--- config.mk ---
export PLATFORM = sky130hd
export DESIGN_NAME = gnss_binary_frame_parser_crc32_flat
export DESIGN_NICKNAME = d
export VERILOG_FILES = /design/src/design/gbfp_pkg.sv /design/src/design/gbfp_if.sv /design/src/design/gnss_binary_frame_parser_crc32.sv /design/src/flat_wrapper.sv
export SDC_FILE = /design/constraint.sdc
export NUM_CORES = 1
export LEC_CHECK = 0
export ABC_AREA = 1
export BUFFER_PORTS_ARGS = -buffer_cell sky130_fd_sc_hd__buf_2
export CAP_MARGIN = 10
export CORE_ASPECT_RATIO = 1.2
export CORE_MARGIN = 4
export CORE_UTILIZATION = 40
export DETAILED_ROUTE_END_ITERATION = 10
export PLACE_DENSITY = 0.64
export SETUP_SLACK_MARGIN = 0.2
export SLEW_MARGIN = 20
export SYNTH_ARGS = -nofsm -noshare
export SYNTH_HDL_FRONTEND = slang
export SYNTH_SLANG_ARGS = --single-unit
--- constraint.sdc ---
create_clock -name clk -period 7.3 [get_ports clk]
set_input_delay 0.365 -clock clk [delete_from_list [all_inputs] [get_ports clk]]
set_output_delay 0.365 -clock clk [all_outputs]
set_load 0.01 [all_outputs]
--- src/design/gbfp_pkg.sv ---
// Package for the binary frame parser: event codes, register indexes,
// result record type and the byte-wide reflected CRC-32 update.
// No dependencies.
package gbfp_pkg;

  // Event codes on the result channel
  localparam logic [2:0] EV_NONE    = 3'd0;
  localparam logic [2:0] EV_PAYLOAD = 3'd1;
  localparam logic [2:0] EV_GOOD    = 3'd2;
  localparam logic [2:0] EV_BAD     = 3'd3;
  localparam logic [2:0] EV_ABORT   = 3'd4;

  // Configuration register indexes
  localparam logic [1:0] REG_SYNC_FIRST  = 2'd0;
  localparam logic [1:0] REG_SYNC_SECOND = 2'd1;
  localparam logic [1:0] REG_SYNC_THIRD  = 2'd2;

  localparam logic [7:0] SYNC_FIRST_RST  = 8'hAA;
  localparam logic [7:0] SYNC_SECOND_RST = 8'h44;
  localparam logic [7:0] SYNC_THIRD_RST  = 8'h12;

  localparam logic [31:0] CRC_POLY     = 32'hEDB88320;
  localparam logic [7:0]  FIXED_HEADER = 8'd4;

  // One result item
  typedef struct packed {
    logic [2:0]  event_code;
    logic [7:0]  payload_byte;
    logic [9:0]  payload_index;
    logic [15:0] message_id;
    logic [10:0] frame_bytes;
  } result_t;

  // Reflected CRC-32, one byte, LSB first
  function automatic logic [31:0] crc_byte(input logic [31:0] crc, input logic [7:0] b);
    logic [31:0] c;
    c = crc ^ {24'd0, b};
    for (int k = 0; k < 8; k++) begin
      c = c[0] ? ((c >> 1) ^ CRC_POLY) : (c >> 1);
    end
    return c;
  endfunction

endpackage

--- src/design/gbfp_if.sv ---
// Handshake interfaces for the frame parser: received byte channel and
// result channel.

interface gbfp_in_if;
  logic       valid;
  logic       ready;
  logic [7:0] rx_byte;
  modport source (output valid, output rx_byte, input ready);
  modport sink (input valid, input rx_byte, output ready);
endinterface

interface gbfp_out_if;
  logic        valid;
  logic        ready;
  logic [2:0]  event_code;
  logic [7:0]  payload_byte;
  logic [9:0]  payload_index;
  logic [15:0] message_id;
  logic [10:0] frame_bytes;
  modport source (output valid, output event_code, output payload_byte,
                  output payload_index, output message_id, output frame_bytes,
                  input ready);
  modport sink (input valid, input event_code, input payload_byte,
                input payload_index, input message_id, input frame_bytes,
                output ready);
endinterface

--- src/design/gnss_binary_frame_parser_crc32.sv ---
// Top level of the binary log frame parser with CRC-32 check.
// Depends on gbfp_pkg and the interfaces in gbfp_if.sv.
//
//  channel    | dir | handshake     | payload
//  -----------+-----+---------------+------------------------------------------
//  byte_in    | in  | valid/ready   | rx_byte[7:0]
//  event_out  | out | valid/ready   | event_code, payload_byte, payload_index,
//             |     |               | message_id, frame_bytes
//  cfg        | in  | cfg_we only   | cfg_index[1:0], cfg_data[7:0]
//
// One item per cycle while byte_in is ready: each byte is parsed and its CRC
// updated in the cycle it is accepted; its result is registered in the output
// or skid register. Every accepted byte gives exactly one result item.
// A skid register behind the output register keeps byte_in ready for one more
// item while a result is stalled; byte_in drops ready only when both are full.
// Synchronous reset returns to the first sync hunt with the default sync bytes.
module gnss_binary_frame_parser_crc32 #(
  parameter int HEADER_MAX    = 32,
  parameter int PAYLOAD_MAX   = 1024,
  parameter int LENGTH_OFFSET = 8,
  parameter int ID_OFFSET     = 4
) (
  input  logic        clk,
  input  logic        rst,
  gbfp_in_if.sink     byte_in,
  gbfp_out_if.source  event_out,
  input  logic        cfg_we,
  input  logic [1:0]  cfg_index,
  input  logic [7:0]  cfg_data
);

  localparam int CNT_MAX = (PAYLOAD_MAX > HEADER_MAX) ? PAYLOAD_MAX : HEADER_MAX;
  localparam int CW      = $clog2(CNT_MAX + 1);
  localparam int SW      = 18;

  typedef enum logic [3:0] {
    PH_SYNC1 = 4'd0,
    PH_SYNC2 = 4'd1,
    PH_SYNC3 = 4'd2,
    PH_HLEN  = 4'd3,
    PH_HDR   = 4'd4,
    PH_PAY   = 4'd5,
    PH_CRC0  = 4'd6,
    PH_CRC1  = 4'd7,
    PH_CRC2  = 4'd8,
    PH_CRC3  = 4'd9
  } phase_t;

  // Configuration registers
  logic [7:0] sync_first, sync_second, sync_third;

  // Parser state
  phase_t      phase, phase_next;
  logic [CW-1:0] byte_count, byte_count_next;
  logic [7:0]  header_len, header_len_next;
  logic [15:0] payload_len, payload_len_next;
  logic [15:0] msg_ident, msg_ident_next;
  logic [31:0] running_crc, running_crc_next;
  logic [23:0] received_crc, received_crc_next;

  // Output register and skid stage
  gbfp_pkg::result_t res, out_q, skid_q;
  logic out_valid, skid_valid;

  logic          accept;
  logic [7:0]    b;
  logic [31:0]   crc_upd;
  logic [CW-1:0] cnt_inc;
  logic [SW-1:0] frame_total;
  logic [SW-1:0] pay_pos;

  assign b       = byte_in.rx_byte;
  assign accept  = byte_in.valid && !skid_valid;
  assign byte_in.ready = !skid_valid;
  assign crc_upd = gbfp_pkg::crc_byte(running_crc, b);
  assign cnt_inc = byte_count + CW'(1);
  assign frame_total = SW'(payload_len) + SW'(header_len);
  assign pay_pos     = SW'(byte_count) - SW'(header_len);

  // Write configuration registers
  always_ff @(posedge clk) begin
    if (rst) begin
      sync_first  <= gbfp_pkg::SYNC_FIRST_RST;
      sync_second <= gbfp_pkg::SYNC_SECOND_RST;
      sync_third  <= gbfp_pkg::SYNC_THIRD_RST;
    end else if (cfg_we) begin
      case (cfg_index)
        gbfp_pkg::REG_SYNC_FIRST:  sync_first  <= cfg_data;
        gbfp_pkg::REG_SYNC_SECOND: sync_second <= cfg_data;
        gbfp_pkg::REG_SYNC_THIRD:  sync_third  <= cfg_data;
        default: ;
      endcase
    end
  end

  // Parse one byte: next state and its result item
  always_comb begin
    phase_next        = phase;
    byte_count_next   = byte_count;
    header_len_next   = header_len;
    payload_len_next  = payload_len;
    msg_ident_next    = msg_ident;
    running_crc_next  = running_crc;
    received_crc_next = received_crc;
    res               = '0;
    res.event_code    = gbfp_pkg::EV_NONE;

    case (phase)
      PH_SYNC2: begin
        if (b == sync_second) begin
          running_crc_next = crc_upd;
          phase_next       = PH_SYNC3;
        end else begin
          phase_next = PH_SYNC1;
        end
      end
      PH_SYNC3: begin
        if (b == sync_third) begin
          running_crc_next = crc_upd;
          phase_next       = PH_HLEN;
        end else begin
          phase_next = PH_SYNC1;
        end
      end
      PH_HLEN: begin
        header_len_next  = b;
        msg_ident_next   = '0;
        payload_len_next = '0;
        if (b <= gbfp_pkg::FIXED_HEADER) begin
          res.event_code = gbfp_pkg::EV_ABORT;
          phase_next     = PH_SYNC1;
        end else begin
          running_crc_next = crc_upd;
          byte_count_next  = CW'(gbfp_pkg::FIXED_HEADER);
          phase_next       = PH_HDR;
        end
      end
      PH_HDR: begin
        if (byte_count >= CW'(HEADER_MAX)) begin
          res.event_code = gbfp_pkg::EV_ABORT;
          phase_next     = PH_SYNC1;
        end else begin
          // Capture little-endian header fields at their offsets
          if (byte_count == CW'(ID_OFFSET))          msg_ident_next[7:0]    = b;
          if (byte_count == CW'(ID_OFFSET + 1))      msg_ident_next[15:8]   = b;
          if (byte_count == CW'(LENGTH_OFFSET))      payload_len_next[7:0]  = b;
          if (byte_count == CW'(LENGTH_OFFSET + 1))  payload_len_next[15:8] = b;
          running_crc_next = crc_upd;
          byte_count_next  = cnt_inc;
          if (SW'(cnt_inc) >= SW'(header_len)) begin
            phase_next = (payload_len_next == 16'd0) ? PH_CRC0 : PH_PAY;
          end
        end
      end
      PH_PAY: begin
        if (byte_count >= CW'(PAYLOAD_MAX)) begin
          res.event_code = gbfp_pkg::EV_ABORT;
          phase_next     = PH_SYNC1;
        end else begin
          res.event_code    = gbfp_pkg::EV_PAYLOAD;
          res.payload_byte  = b;
          res.payload_index = pay_pos[9:0];
          res.message_id    = msg_ident;
          running_crc_next  = crc_upd;
          byte_count_next   = cnt_inc;
          if (SW'(cnt_inc) >= frame_total) phase_next = PH_CRC0;
        end
      end
      PH_CRC0: begin
        received_crc_next = {16'd0, b};
        phase_next        = PH_CRC1;
      end
      PH_CRC1: begin
        received_crc_next[15:8] = b;
        phase_next              = PH_CRC2;
      end
      PH_CRC2: begin
        received_crc_next[23:16] = b;
        phase_next               = PH_CRC3;
      end
      PH_CRC3: begin
        res.message_id = msg_ident;
        if ({b, received_crc} == running_crc) begin
          res.event_code  = gbfp_pkg::EV_GOOD;
          res.frame_bytes = SW'(byte_count) > 0 ? 11'(SW'(byte_count)) : 11'd0;
        end else begin
          res.event_code = gbfp_pkg::EV_BAD;
        end
        phase_next = PH_SYNC1;
      end
      default: begin
        // First sync hunt; unknown phases land here too
        phase_next = PH_SYNC1;
        if (b == sync_first) begin
          byte_count_next  = '0;
          running_crc_next = gbfp_pkg::crc_byte(32'd0, b);
          phase_next       = PH_SYNC2;
        end
      end
    endcase
  end

  // Advance parser state on each accepted item
  always_ff @(posedge clk) begin
    if (rst) begin
      phase        <= PH_SYNC1;
      byte_count   <= '0;
      header_len   <= '0;
      payload_len  <= '0;
      msg_ident    <= '0;
      running_crc  <= '0;
      received_crc <= '0;
    end else if (accept) begin
      phase        <= phase_next;
      byte_count   <= byte_count_next;
      header_len   <= header_len_next;
      payload_len  <= payload_len_next;
      msg_ident    <= msg_ident_next;
      running_crc  <= running_crc_next;
      received_crc <= received_crc_next;
    end
  end

  // Output register with skid stage: hold on stall, refill from skid first
  always_ff @(posedge clk) begin
    if (rst) begin
      out_valid  <= 1'b0;
      skid_valid <= 1'b0;
    end else if (out_valid && !event_out.ready) begin
      if (accept) begin
        skid_q     <= res;
        skid_valid <= 1'b1;
      end
    end else if (skid_valid) begin
      out_q      <= skid_q;
      out_valid  <= 1'b1;
      skid_valid <= 1'b0;
    end else begin
      out_valid <= accept;
      if (accept) out_q <= res;
    end
  end

  assign event_out.valid         = out_valid;
  assign event_out.event_code    = out_q.event_code;
  assign event_out.payload_byte  = out_q.payload_byte;
  assign event_out.payload_index = out_q.payload_index;
  assign event_out.message_id    = out_q.message_id;
  assign event_out.frame_bytes   = out_q.frame_bytes;

endmodule

--- src/flat_wrapper.sv ---
// flat-port wrapper written by rule: the top's interface ports become plain ports
module gnss_binary_frame_parser_crc32_flat 
#(
  parameter int HEADER_MAX    = 32,
  parameter int PAYLOAD_MAX   = 1024,
  parameter int LENGTH_OFFSET = 8,
  parameter int ID_OFFSET     = 4
)
  (clk, rst, cfg_we, cfg_index, cfg_data, byte_in_valid, byte_in_rx_byte, byte_in_ready, event_out_valid, event_out_event_code, event_out_payload_byte, event_out_payload_index, event_out_message_id, event_out_frame_bytes, event_out_ready);
  gbfp_in_if byte_in_i ();
  gbfp_out_if event_out_i ();
  input  logic clk;
  input  logic rst;
  input  logic cfg_we;
  input  logic [1:0] cfg_index;
  input  logic [7:0] cfg_data;
  input wire logic [$bits(byte_in_i.valid)-1:0] byte_in_valid;
  input wire logic [$bits(byte_in_i.rx_byte)-1:0] byte_in_rx_byte;
  output wire logic [$bits(byte_in_i.ready)-1:0] byte_in_ready;
  output wire logic [$bits(event_out_i.valid)-1:0] event_out_valid;
  output wire logic [$bits(event_out_i.event_code)-1:0] event_out_event_code;
  output wire logic [$bits(event_out_i.payload_byte)-1:0] event_out_payload_byte;
  output wire logic [$bits(event_out_i.payload_index)-1:0] event_out_payload_index;
  output wire logic [$bits(event_out_i.message_id)-1:0] event_out_message_id;
  output wire logic [$bits(event_out_i.frame_bytes)-1:0] event_out_frame_bytes;
  input wire logic [$bits(event_out_i.ready)-1:0] event_out_ready;
  assign byte_in_i.valid = byte_in_valid;
  assign byte_in_i.rx_byte = byte_in_rx_byte;
  assign byte_in_ready = byte_in_i.ready;
  assign event_out_valid = event_out_i.valid;
  assign event_out_event_code = event_out_i.event_code;
  assign event_out_payload_byte = event_out_i.payload_byte;
  assign event_out_payload_index = event_out_i.payload_index;
  assign event_out_message_id = event_out_i.message_id;
  assign event_out_frame_bytes = event_out_i.frame_bytes;
  assign event_out_i.ready = event_out_ready;
  gnss_binary_frame_parser_crc32 #(.HEADER_MAX(HEADER_MAX), .PAYLOAD_MAX(PAYLOAD_MAX), .LENGTH_OFFSET(LENGTH_OFFSET), .ID_OFFSET(ID_OFFSET)) u_core (.clk(clk), .rst(rst), .byte_in(byte_in_i), .event_out(event_out_i), .cfg_we(cfg_we), .cfg_index(cfg_index), .cfg_data(cfg_data));
endmodule
==> impl_results.md, run 1 <==
- Number of vias per cell: 5.04
- Mapped Nets: 1807
- Critical path cell sequence: ha_1 -> inv_1 -> fa_1 -> inv_1 -> nand2_1 -> nand2_1 -> nand3_1 -> nand2_1 -> xnor2_1 -> ha_1 -> nand2_1 -> nor2_1 -> nand3_1 -> nand3_1 -> nand2_1 -> nand2_1 -> nand2_1 -> nor2_1 -> nand2_1 -> nand2_1 -> nand2_1 -> nand2_1 -> a21oi_1
- Number of nets in the layout: 1847
- Setup TNS: 0 ns
- Clock latency on the worst-skew pair: 0.55 ns
- Result of the run: finished clean
- Crit-path max FO: 5
- Area used by sequential logic in the layout: 5630 um^2
- Total power per unit cell area: 215 nW/um^2
- Leak pwr: 6.44 nW
- Worst path slowest cell: dfxtp_1
- Most common cell after layout, fill and taps aside: nand2_1
- Final hold vios: 0
- Number of antenna violations at the first check in global routing: 0
- Max-Cap Viols: 0
- HP Class: in -> reg
- Number of placement rows: 73
- Category of the worst setup path launch point: register
- Synth Warn #: 0
- CTS Buffer Depth: 3
- Most frequent cells in the layout: nand2_1 (454), nor2_1 (187), inv_1 (145)
- Final critical-path required period: 3.17 ns
- Post_cts resized: 0
- Filler Cell Count: 3327
- Die area: 36600 um^2
- Drt pass-1 iters: 7
- CP delay by family, top: simple AND/OR/NAND/NOR gates
- Post-DP HPWL: around 25000 um
- Most common cell type on the critical path: nand2_1
- Largest net degree at the start of global routing: 65
- DR vias: between 10000 and 15000
- Worst path setup slack after routing: between 4 and 5 ns
- Number of endpoints failing setup at the final stage: 0
- R2R depth: 23
- Slew @ Worst Pin: 1.09 ns
- Worst Hold Depth: 3
- Proportion of layout cells with a drive suffix above 1: 0.0991
- Minimum setup slack after placement: between 4 and 5 ns
- CTS root buf: clkbuf_16
- Normalized max-slew margin: 0.274
- I/O Pins: 73
- Max stage delay on crit path: approximately 0.4 ns
- Number of instances in the synthesized netlist: between 1500 and 2000
- Non-Filler Cell Area, Final: between 10000 and 15000 um^2
- Area of the core region: 33200 um^2
- Multi-input gate area in the final layout: between 6000 and 7000 um^2
- Count of routing violations after the opening detailed-route iteration: 630
- Unrepaired setup endpoints after global routing: false
- Critical path capture point type: register
- Synthesized cell area: 13400 um^2
- Residual overflow from global routing: 0
- CP Data Arrival Time: 3.55 ns
- Count of antenna-violating nets left after detailed routing: 0
- Growth of design area from synthesis to finish: 10.8%
- Tcrit/Tclk final: 0.434
- Wire length reported by the detailed router: 34400 um
- Number of library cell types mapped by synthesis: 51
- Gp weighted congestion: roughly 0.9
- Number of buffers and inverters on the critical path: 2
- Die span in x: between 150 and 200 um
- Clock skew after layout: about 0.028 ns
- Initial Util: 0.406
- Reg2reg start: u_core.header_len[0]
- Quantity of hold-fixing buffers added after cts: 0
- Clock transition at the registers of the reported paths: 0.06 ns
- Crit Path Class: reg -> reg
- Number of buffers inserted by port buffering: about 70
- Worst ir drop on vdd: about 0.00017 V
- Startpoint of the most critical hold path: cfg_data[5]
- Mean area per synthesized cell: 7.73 um^2
- Number of levels the H-tree was split into: 1
- Worst reg2reg endpoint: u_core.phase[2]
- Global routing usage summed across all routing layers: 0.185
- Number of flip-flops and latches in the synthesized netlist: 233
- Inserted Diodes: 0
- Number of global-route vias before repair: 10900
- Num CTS Buffers: 24
- Die Ht: between 200 and 250 um
- Post-synthesis sequential area ratio: 0.418
- Timing-limited maximum frequency: 0.316 GHz
- Sinks on Clock Net: 233
- Pins over their slew limit: 0
- Wirelength per Cell: 15.3 um
- Reg-to-reg setup timing slack: 4.13 ns
- Placement-stage cell area: 14100 um^2
- Post-CTS Setup Inserts: 0
- Wire length of the first global-routing pass: roughly 56000 um
- Worst Hold Path EP: u_core.sync_first[5]
- TritonCTS clock tree: built
- Worst endpoint required time: 7.68 ns
- DRC errors left: 0
==> cell type report <==
type | instances | share of cell area
multi-input cells | 1277 | 0.461
flip-flops and latches | 233 | 0.377
clock buffers | 32 | 0.0423
inverters | 162 | 0.0408
well taps | 450 | 0.0378
repair buffers | 81 | 0.0287
clock inverters | 12 | 0.0116
==> worst max path at each step <==
stage / cells after the start / start / to
2_1_floorplan: 5 / rst / u_core.event_out.event_code[0]
3_3_place_gp: 12 / byte_in_rx_byte[4] / u_core.running_crc[7]
3_5_place_dp: 11 / byte_in_rx_byte[4] / u_core.running_crc[7]
4_1_cts: 23 / u_core.header_len[0] / u_core.phase[2]
5_1_grt: 23 / u_core.header_len[0] / u_core.phase[1]
6_report: 23 / u_core.header_len[0] / u_core.phase[2]
==> state kept, by name, indices dropped and copies added, names as in the netlist <==
register	flops
u_core.event_out.event_code	3
u_core.byte_count	11
u_core.msg_ident	16
u_core.sync_second	8
u_core.skid_q	48
u_core.skid_valid	1
u_core.sync_first	8
u_core.event_out.message_id	16
u_core.header_len	8
u_core.sync_third	8
u_core.event_out.payload_byte	8
u_core.running_crc	32
u_core.phase	4
u_core.received_crc	24
u_core.event_out.valid	1
u_core.payload_len	16
u_core.event_out.frame_bytes	11
u_core.event_out.payload_index	10
==> through the flow <==
step           cells  hold WS, ns  power (mW)  utilization
5_1_grt         2247       0.0943        3.34        0.449
3_3_place_gp    2203        0.443        1.96        0.425
4_1_cts         2247       0.0600        3.23        0.449
2_1_floorplan   1739        0.430        1.85            -
3_5_place_dp    2203        0.448        1.97        0.425
6_report        2247       0.0765        3.20        0.449
==> worst reg2reg max path, delay by kind of cell (launching register included) <==
family,cells,cell delay (ns)
xor+xnor,1,0.09
compound gates,1,0.06
flops,1,0.41
simple gates,16,1.43
fa+ha+maj,3,0.90
buf+inv,2,0.15
==> metal layers <==
metal / up-vias / share of wire / global-route usage
met2: 329 / 0.46 / 0.305
met3: 82 / 0.055 / 0.0255
met1: 5210 / 0.44 / 0.244
met4: 0 / 0.042 / 0.0797
met5: - / 0 / 0
li1: 5699 / - / -
==> cell usage after synthesis (all sizes together) <==
master | n | share of area
nand2 | 470 | 0.14
nor2 | 199 | 0.060
inv | 159 | 0.044
dfxtp | 137 | 0.20
a21oi | 136 | 0.051
o21ai | 108 | 0.040
xor2 | 102 | 0.070
edfxtp | 96 | 0.21
nand3 | 89 | 0.033
xnor2 | 52 | 0.040
ha | 43 | 0.040
buf | 39 | 0.019
clkbuf | 28 | 0.0078
nor3 | 18 | 0.0079
nand4 | 11 | 0.0051
a211oi | 9 | 0.0054
or2 | 9 | 0.0044
nor4 | 7 | 0.0033
a31oi | 6 | 0.0028
o211ai | 4 | 0.0022
clkinv | 3 | 0.00084
o22ai | 3 | 0.0014
a21o | 2 | 0.0011
and2 | 2 | 0.00093
fa | 2 | 0.0030
mux2i | 1 | 0.00074
nand3b | 1 | 0.00056
nor3b | 1 | 0.00056
o21a | 1 | 0.00056
or3 | 1 | 0.00047
==> logic make-up after synthesis <==
family	count (synthesis)	synth area share
compound gates	269	0.104
xor+xnor	154	0.110
fa+ha+maj	45	0.0430
buf+inv	229	0.0716
flops	233	0.418
mux	1	0.000744
simple gates	808	0.252
==> where the power goes <==
group          internal, mW  switching (mW)  total (mW)
clock                 0.723           0.535        1.26
combinational         0.183           0.335       0.518
sequential             1.40          0.0340        1.43
total                  2.30           0.904        3.20
No activity file was read; power rests on OpenSTA's default activity.
==> run 2, diff against run 1 <==
clock period = 3.3 ns   (was 7.3 ns; I/O delays follow)
==> run 2 against run 1 <==
  * First-iteration DRC count increased by 30%
  * Global-route usage rose by 0.32 points
  * Combinational power is 130% higher
  * Non-clock buffer count increased by 23
  * Critical path depth is 4 lower
  * Hold slack got worse by 0.0053 ns
  * Count of clock-buffer cells in the layout shrank 4
  * Power up 130%
  * Highest routed layer unchanged
==> impl_results.md, run 2 (synthesis results as in run 1) <==
- Result of the run: finished clean
- Tcrit/Tclk final: 0.876
- Drt pass-1 iters: 5
- Most common cell after layout, fill and taps aside: nand2_1
- Gp weighted congestion: between 0.8 and 0.9
- Most frequent cells in the layout: nand2_1 (452), nor2_1 (186), inv_1 (144)
- Placement-stage cell area: 14200 um^2
- Total power per unit cell area: 477 nW/um^2
- Proportion of layout cells with a drive suffix above 1: 0.118
- Cell Count, Final, Fillers Out: between 2000 and 2500
- Number of buffers inserted by port buffering: 72
- Flop pwr share: 0.435
- Clock skew after layout: 0.0121 ns
- Crit-path max FO: 5
- Clock latency on the worst-skew pair: 0.52 ns
- Worst path setup slack after routing: 0.411 ns
- Share of total power in the clock network: 0.404
- Number of nets in the layout: ~1900
- Area of the core region: 33200 um^2
- Int Power: 5.29 mW
- Largest net degree at the start of global routing: 80
- Filler Cell Count: ~3300
- Leak pwr: 6.57 nW
- Die Ht: around 210 um
- Residual overflow from global routing: 0
- I/O Pins: 73
- Die area: approximately 37000 um^2
- Inserted Diodes: 0
- Global routing usage summed across all routing layers: 0.188
- CTS Buffer Depth: 3
- HP Class: in -> reg
- Final critical-path required period: 2.89 ns
- Worst endpoint required time: between 3 and 4 ns
- Worst ir drop on vdd: 0.000341 V
- Category of the worst setup path launch point: register
- Die span in x: between 150 and 200 um
- Count of antenna-violating nets left after detailed routing: 0
- Num CTS Buffers: 24
- Initial Util: 0.406
- Sinks on Clock Net: 233
- Worst hold margin: 0.0712 ns
- Non-Filler Cell Area, Final: ~15000 um^2
- Number of levels the H-tree was split into: 1
- DR vias: 11300
- Growth of design area from synthesis to finish: 13.3%
- Wire length reported by the detailed router: between 30000 and 40000 um
- Max reg flops: 48
- Setup TNS: 0 ns
- Pins over their slew limit: 0
- Unrepaired setup endpoints after global routing: false
- Largest Register: u_core.skid_q
- Combinational group share of total power: 0.161
- Wire length of the first global-routing pass: around 57000 um
- Final hold vios: 0
- Crit Path Class: reg -> reg
- Critical path capture point type: register
- Number of endpoints failing setup at the final stage: 0
- DRC errors left: 0
- Largest regs: u_core.skid_q: 48 flops, u_core.running_crc: 32 flops, u_core.received_crc: 24 flops
- Switching power: 1.98 mW
- CP Data Arrival Time: between 3 and 4 ns
- Wirelength per Cell: 15.6 um
- CTS root buf: clkbuf_16
- Minimum setup slack after placement: about 0.21 ns
- Max-Cap Viols: 0
- Clock transition at the registers of the reported paths: about 0.06 ns
- TritonCTS clock tree: built
- Number of vias per cell: 4.99
- Count of routing violations after the opening detailed-route iteration: ~800
- Cell total after placement: 2215
- Slew @ Worst Pin: 0.862 ns
- Number of global-route vias before repair: 10700
- Number of placement rows: 73
- Number of antenna violations at the first check in global routing: 0
- Normalized max-slew margin: 0.425
- Post-DP HPWL: 25300 um
- Timing-limited maximum frequency: 0.346 GHz
- Switching share of power: 0.272
[run 2: cell types whose count changed in the layout (fill, tap and decap cells not counted), sizes merged]
cell,before,now
buf,81,95
clkbuf,32,28
clkinv,9,11
bufinv,3,5
dlygate4sd3,0,9
[run 2: worst max-delay path: stages, from the launching register on]
cell and delay (ns):
dfxtp_2 0.35, ha_2 0.31, nand2_1 0.10, inv_1 0.05
nand3_1 0.08, nand2_1 0.11, a31oi_1 0.22, xor2_1 0.25
ha_1 0.29, a21o_1 0.18, nor2_1 0.11, nand3_1 0.09
nand2_1 0.06, nand2_1 0.05, nand2_1 0.06, nor2_1 0.04
nand2_1 0.10, nand2_2 0.11, a21oi_1 0.19, nor2_1 0.07
[run 2: final timing paths]
kind	start	endpoint	slack (ns)	cells past startpoint
min	event_out_ready	u_core.skid_valid	0.07	4
max reg2reg	u_core.payload_len[3]	u_core.phase[3]	0.41	19
max	u_core.payload_len[3]	u_core.phase[3]	0.41	19
min reg2reg	u_core.msg_ident[11]	u_core.msg_ident[11]	0.46	2
[run 2: metrics by stage]
stage                     power, mW  utilization
final                          7.27        0.460
after global routing           7.57        0.460
after CTS                      7.30        0.457
after detailed placement       4.37        0.428
after global placement         4.35        0.428
after floorplan                4.09            -
[run 2: area by class of cell]
class                      count  area (um^2)  area share
inverter                     162          608      0.0399
timing repair buffer         104          636      0.0417
multi-input combinational   1277         6940       0.456
clock buffer                  28          637      0.0418
clock inverter                16          213      0.0140
sequential                   233         5640       0.370
tap                          450          563      0.0370
[run 2: routing by layer]
metal / vias up / global-route usage / part of all wire / wire length, um
met5: - / 0 / 0 / 0
met4: 0 / 0.0491 / 0.022 / 784
met3: 51 / 0.0213 / 0.049 / 1720
met2: 249 / 0.326 / 0.48 / 17100
met1: 5266 / 0.252 / 0.44 / 15700
li1: 5751 / - / - / -
[run 2: what timing repair did]
| action | in CTS | in global routing |
|---|---|---|
| buffers inserted | 0 | 2 |
| endpoints found under the setup margin | 2 | 4 |
| hold buffers | 9 | 0 |
| pin swaps | 0 | 6 |
| gates resized for setup | 2 | 21 |
| hold endpoints to repair | 24 | 0 |
[run 2: power groups by stage]
stage	Combinational, mW	Sequential, mW	Clock [mW]
CTS	1.16	3.16	2.98
global route	1.30	3.17	3.09
detailed placement	1.15	3.22	0
global placement	1.13	3.22	0
finish	1.17	3.16	2.93
floorplan	0.873	3.22	0
==> run 3, diff against run 2 <==
RECOVER_POWER = 50   (was unset)
==> run 3 against run 2 <==
  * The run now ends with hold timing, capacitance limit, slew limit left
  * Power fell by 0.10%
  * Global-route usage unchanged
  * Maximum frequency fell by 0.72%
  * Sequential share of layout area grew 0.27 points
  * Final cell count stayed put
  * Critical path depth grew 2
  * Hold slack worse by 0.077 ns
  * Highest routed layer unchanged
==> impl_results.md, run 3 (synthesis results as in run 1) <==
- WL met2: 17200 um
- Area of the core region: 33200 um^2
- Timing-limited maximum frequency: 0.344 GHz
- Reg2reg start: u_core.payload_len[3]
- Die Ht: 209 um
- CTS Buffer Depth: 3
- Sinks on Clock Net: 233
- DRC errors left: 0
- Gp weighted congestion: 0.861
- DR vias: 11400
- Max layer used: met4
- HP Class: in -> reg
- Die span in x: 175 um
- Wire length reported by the detailed router: 35400 um
- Clock transition at the registers of the reported paths: 0.07 ns
- Max stage delay on crit path: 0.35 ns
- Wirelength per Cell: 15.6 um
- Number of global-route vias before repair: 10700
- Filler Cell Count: 3335
- Placement-stage cell area: 14200 um^2
- Number of endpoints failing setup at the final stage: 0
- Count of antenna-violating nets left after detailed routing: 0
- Met3 routed WL: 1460 um
- Total power per unit cell area: 480 nW/um^2
- Normalized max-slew margin: -0.0253
- Worst path setup slack after routing: 0.390 ns
- Startpoint of the most critical hold path: event_out_ready
- Number of vias per cell: 5.01
- Number of buffers inserted by port buffering: 72
- Max reg flops: 48
- Clock latency on the worst-skew pair: 0.52 ns
- Clock skew after layout: about 0.013 ns
- Largest regs: u_core.skid_q: 48 flops, u_core.running_crc: 32 flops, u_core.received_crc: 24 flops
- Crit-path max FO: 5
- Largest Register: u_core.skid_q
- Design Power: 7.26 mW
- Final critical-path required period: a little under 3 ns
- CTS root buf: clkbuf_16
- Worst Hold Path EP: u_core.skid_valid
- Result of the run: finished, violations left
- Category of the worst setup path launch point: register
- Die area: 36600 um^2
- Worst endpoint required time: 3.71 ns
- Number of buffers and inverters on the critical path: 1
- Cell total after placement: 2215
- Global routing usage summed across all routing layers: 0.188
- CP Data Arrival Time: 3.32 ns
- Worst Hold Depth: 4
- I/O Pins: 73
- Non-Filler Cell Area, Final: 15100 um^2
- Growth of design area from synthesis to finish: 12.4%
- Met1 wire length: 15900 um
- Minimum setup slack after placement: 0.208 ns
- Number of antenna violations at the first check in global routing: 0
- Most common cell after layout, fill and taps aside: nand2_1
- TritonCTS clock tree: built
- Leak pwr: 6.41 nW
- Number of placement rows: 73
- Multi-input gate area in the final layout: 6910 um^2
- Worst hold margin: -0.00616 ns
- Worst path slowest cell: dfxtp_2
- Most common cell type on the critical path: nand2_1
- Violated checks: hold timing, capacitance limit, slew limit
- Count of routing violations after the opening detailed-route iteration: approximately 780
- Reg-to-reg setup timing slack: 0.39 ns
- CP delay by family, top: simple AND/OR/NAND/NOR gates
- Worst reg2reg endpoint: u_core.phase[0]
- Largest net degree at the start of global routing: 80
- Critical path cell sequence: ha_2 -> nand2_1 -> inv_1 -> nand3_1 -> nand2_1 -> a31oi_1 -> xor2_1 -> ha_1 -> a21o_1 -> nor2_1 -> nand3_1 -> nand2_1 -> nand2_1 -> nand2_1 -> nor2_1 -> nand2_1 -> nand2_2 -> nand2_4 -> nand2_1 -> nand2_1 -> nor2_1
- Layout Utilization: 0.456
- Drt pass-1 iters: 5
- Proportion of layout cells with a drive suffix above 1: 0.0857
- Setup TNS: 0 ns
- Area used by sequential logic in the layout: 5640 um^2
- Most frequent cells in the layout: nand2_1 (454), nor2_1 (189), inv_1 (145)
- Number of nets in the layout: 1870
- Inserted Diodes: 0
- Final hold vios: 1
- Unrepaired setup endpoints after global routing: false
- Num CTS Buffers: 24
- Slew @ Worst Pin: 1.53 ns
- Pins over their slew limit: 21
- Worst ir drop on vdd: 0.000340 V
- Tcrit/Tclk final: 0.882
- Wire length of the first global-routing pass: around 57000 um
- Cell Count, Final, Fillers Out: 2270
- Residual overflow from global routing: 0
- Crit Path Class: reg -> reg
- Critical path capture point type: register
- Initial Util: 0.406
- Post-DP HPWL: 25300 um
- R2R depth: 21
- Number of levels the H-tree was split into: 1
- Max-Cap Viols: 2
-- run 3: cell count changes in the layout (fill, tap and decap cells not counted), sizes merged --
cell    change
buf        -54
clkbuf     +54
-- run 3: cell type report --
type | count | area share
clock inverters | 16 | 0.0141
repair buffers | 104 | 0.0363
multi-input cells | 1277 | 0.457
well taps | 450 | 0.0372
flip-flops and latches | 233 | 0.373
clock buffers | 28 | 0.0421
inverters | 162 | 0.0402
-- run 3: how the worst max path moves through the flow --
stage                     depth (start not counted)                   from         endpoint  slack, ns
after floorplan                                  23   u_core.header_len[0]  u_core.phase[0]       0.62
after global placement                           24   u_core.header_len[0]  u_core.phase[0]       0.31
after detailed placement                         23   u_core.header_len[0]  u_core.phase[0]       0.21
after CTS                                        23  u_core.payload_len[0]  u_core.phase[0]       0.22
after global routing                             20   u_core.byte_count[0]  u_core.phase[0]       0.10
final                                            21  u_core.payload_len[3]  u_core.phase[0]       0.39
-- run 3: per-layer routing --
layer,GRT usage,up-vias
met4,0.0491,0
met2,0.326,226
met1,0.252,5333
met3,0.0213,53
li1,-,5754
met5,0,-
-- run 3: repair_timing --
| action | CTS | global route |
|---|---|---|
| hold buffers | 9 | 0 |
| pin swaps | 0 | 6 |
| setup endpoints to repair | 2 | 4 |
| resized for setup | 2 | 21 |
| setup buffers | 0 | 2 |
| hold endpoints to repair | 24 | 0 |
-- run 3: tightest hold or removal path, cell delays in order --
cell and delay, ns:
buf_2 0.07, nor2_1 0.06, nand2_1 0.12, a21oi_1 0.05
-- run 3: power breakdown --
group / leakage, nW / internal (mW) / total [mW] / switching (mW)
sequential: 2.01 / 3.09 / 3.16 / 0.0756
combinational: 4.00 / 0.419 / 1.16 / 0.744
clock: 0.405 / 1.77 / 2.94 / 1.16
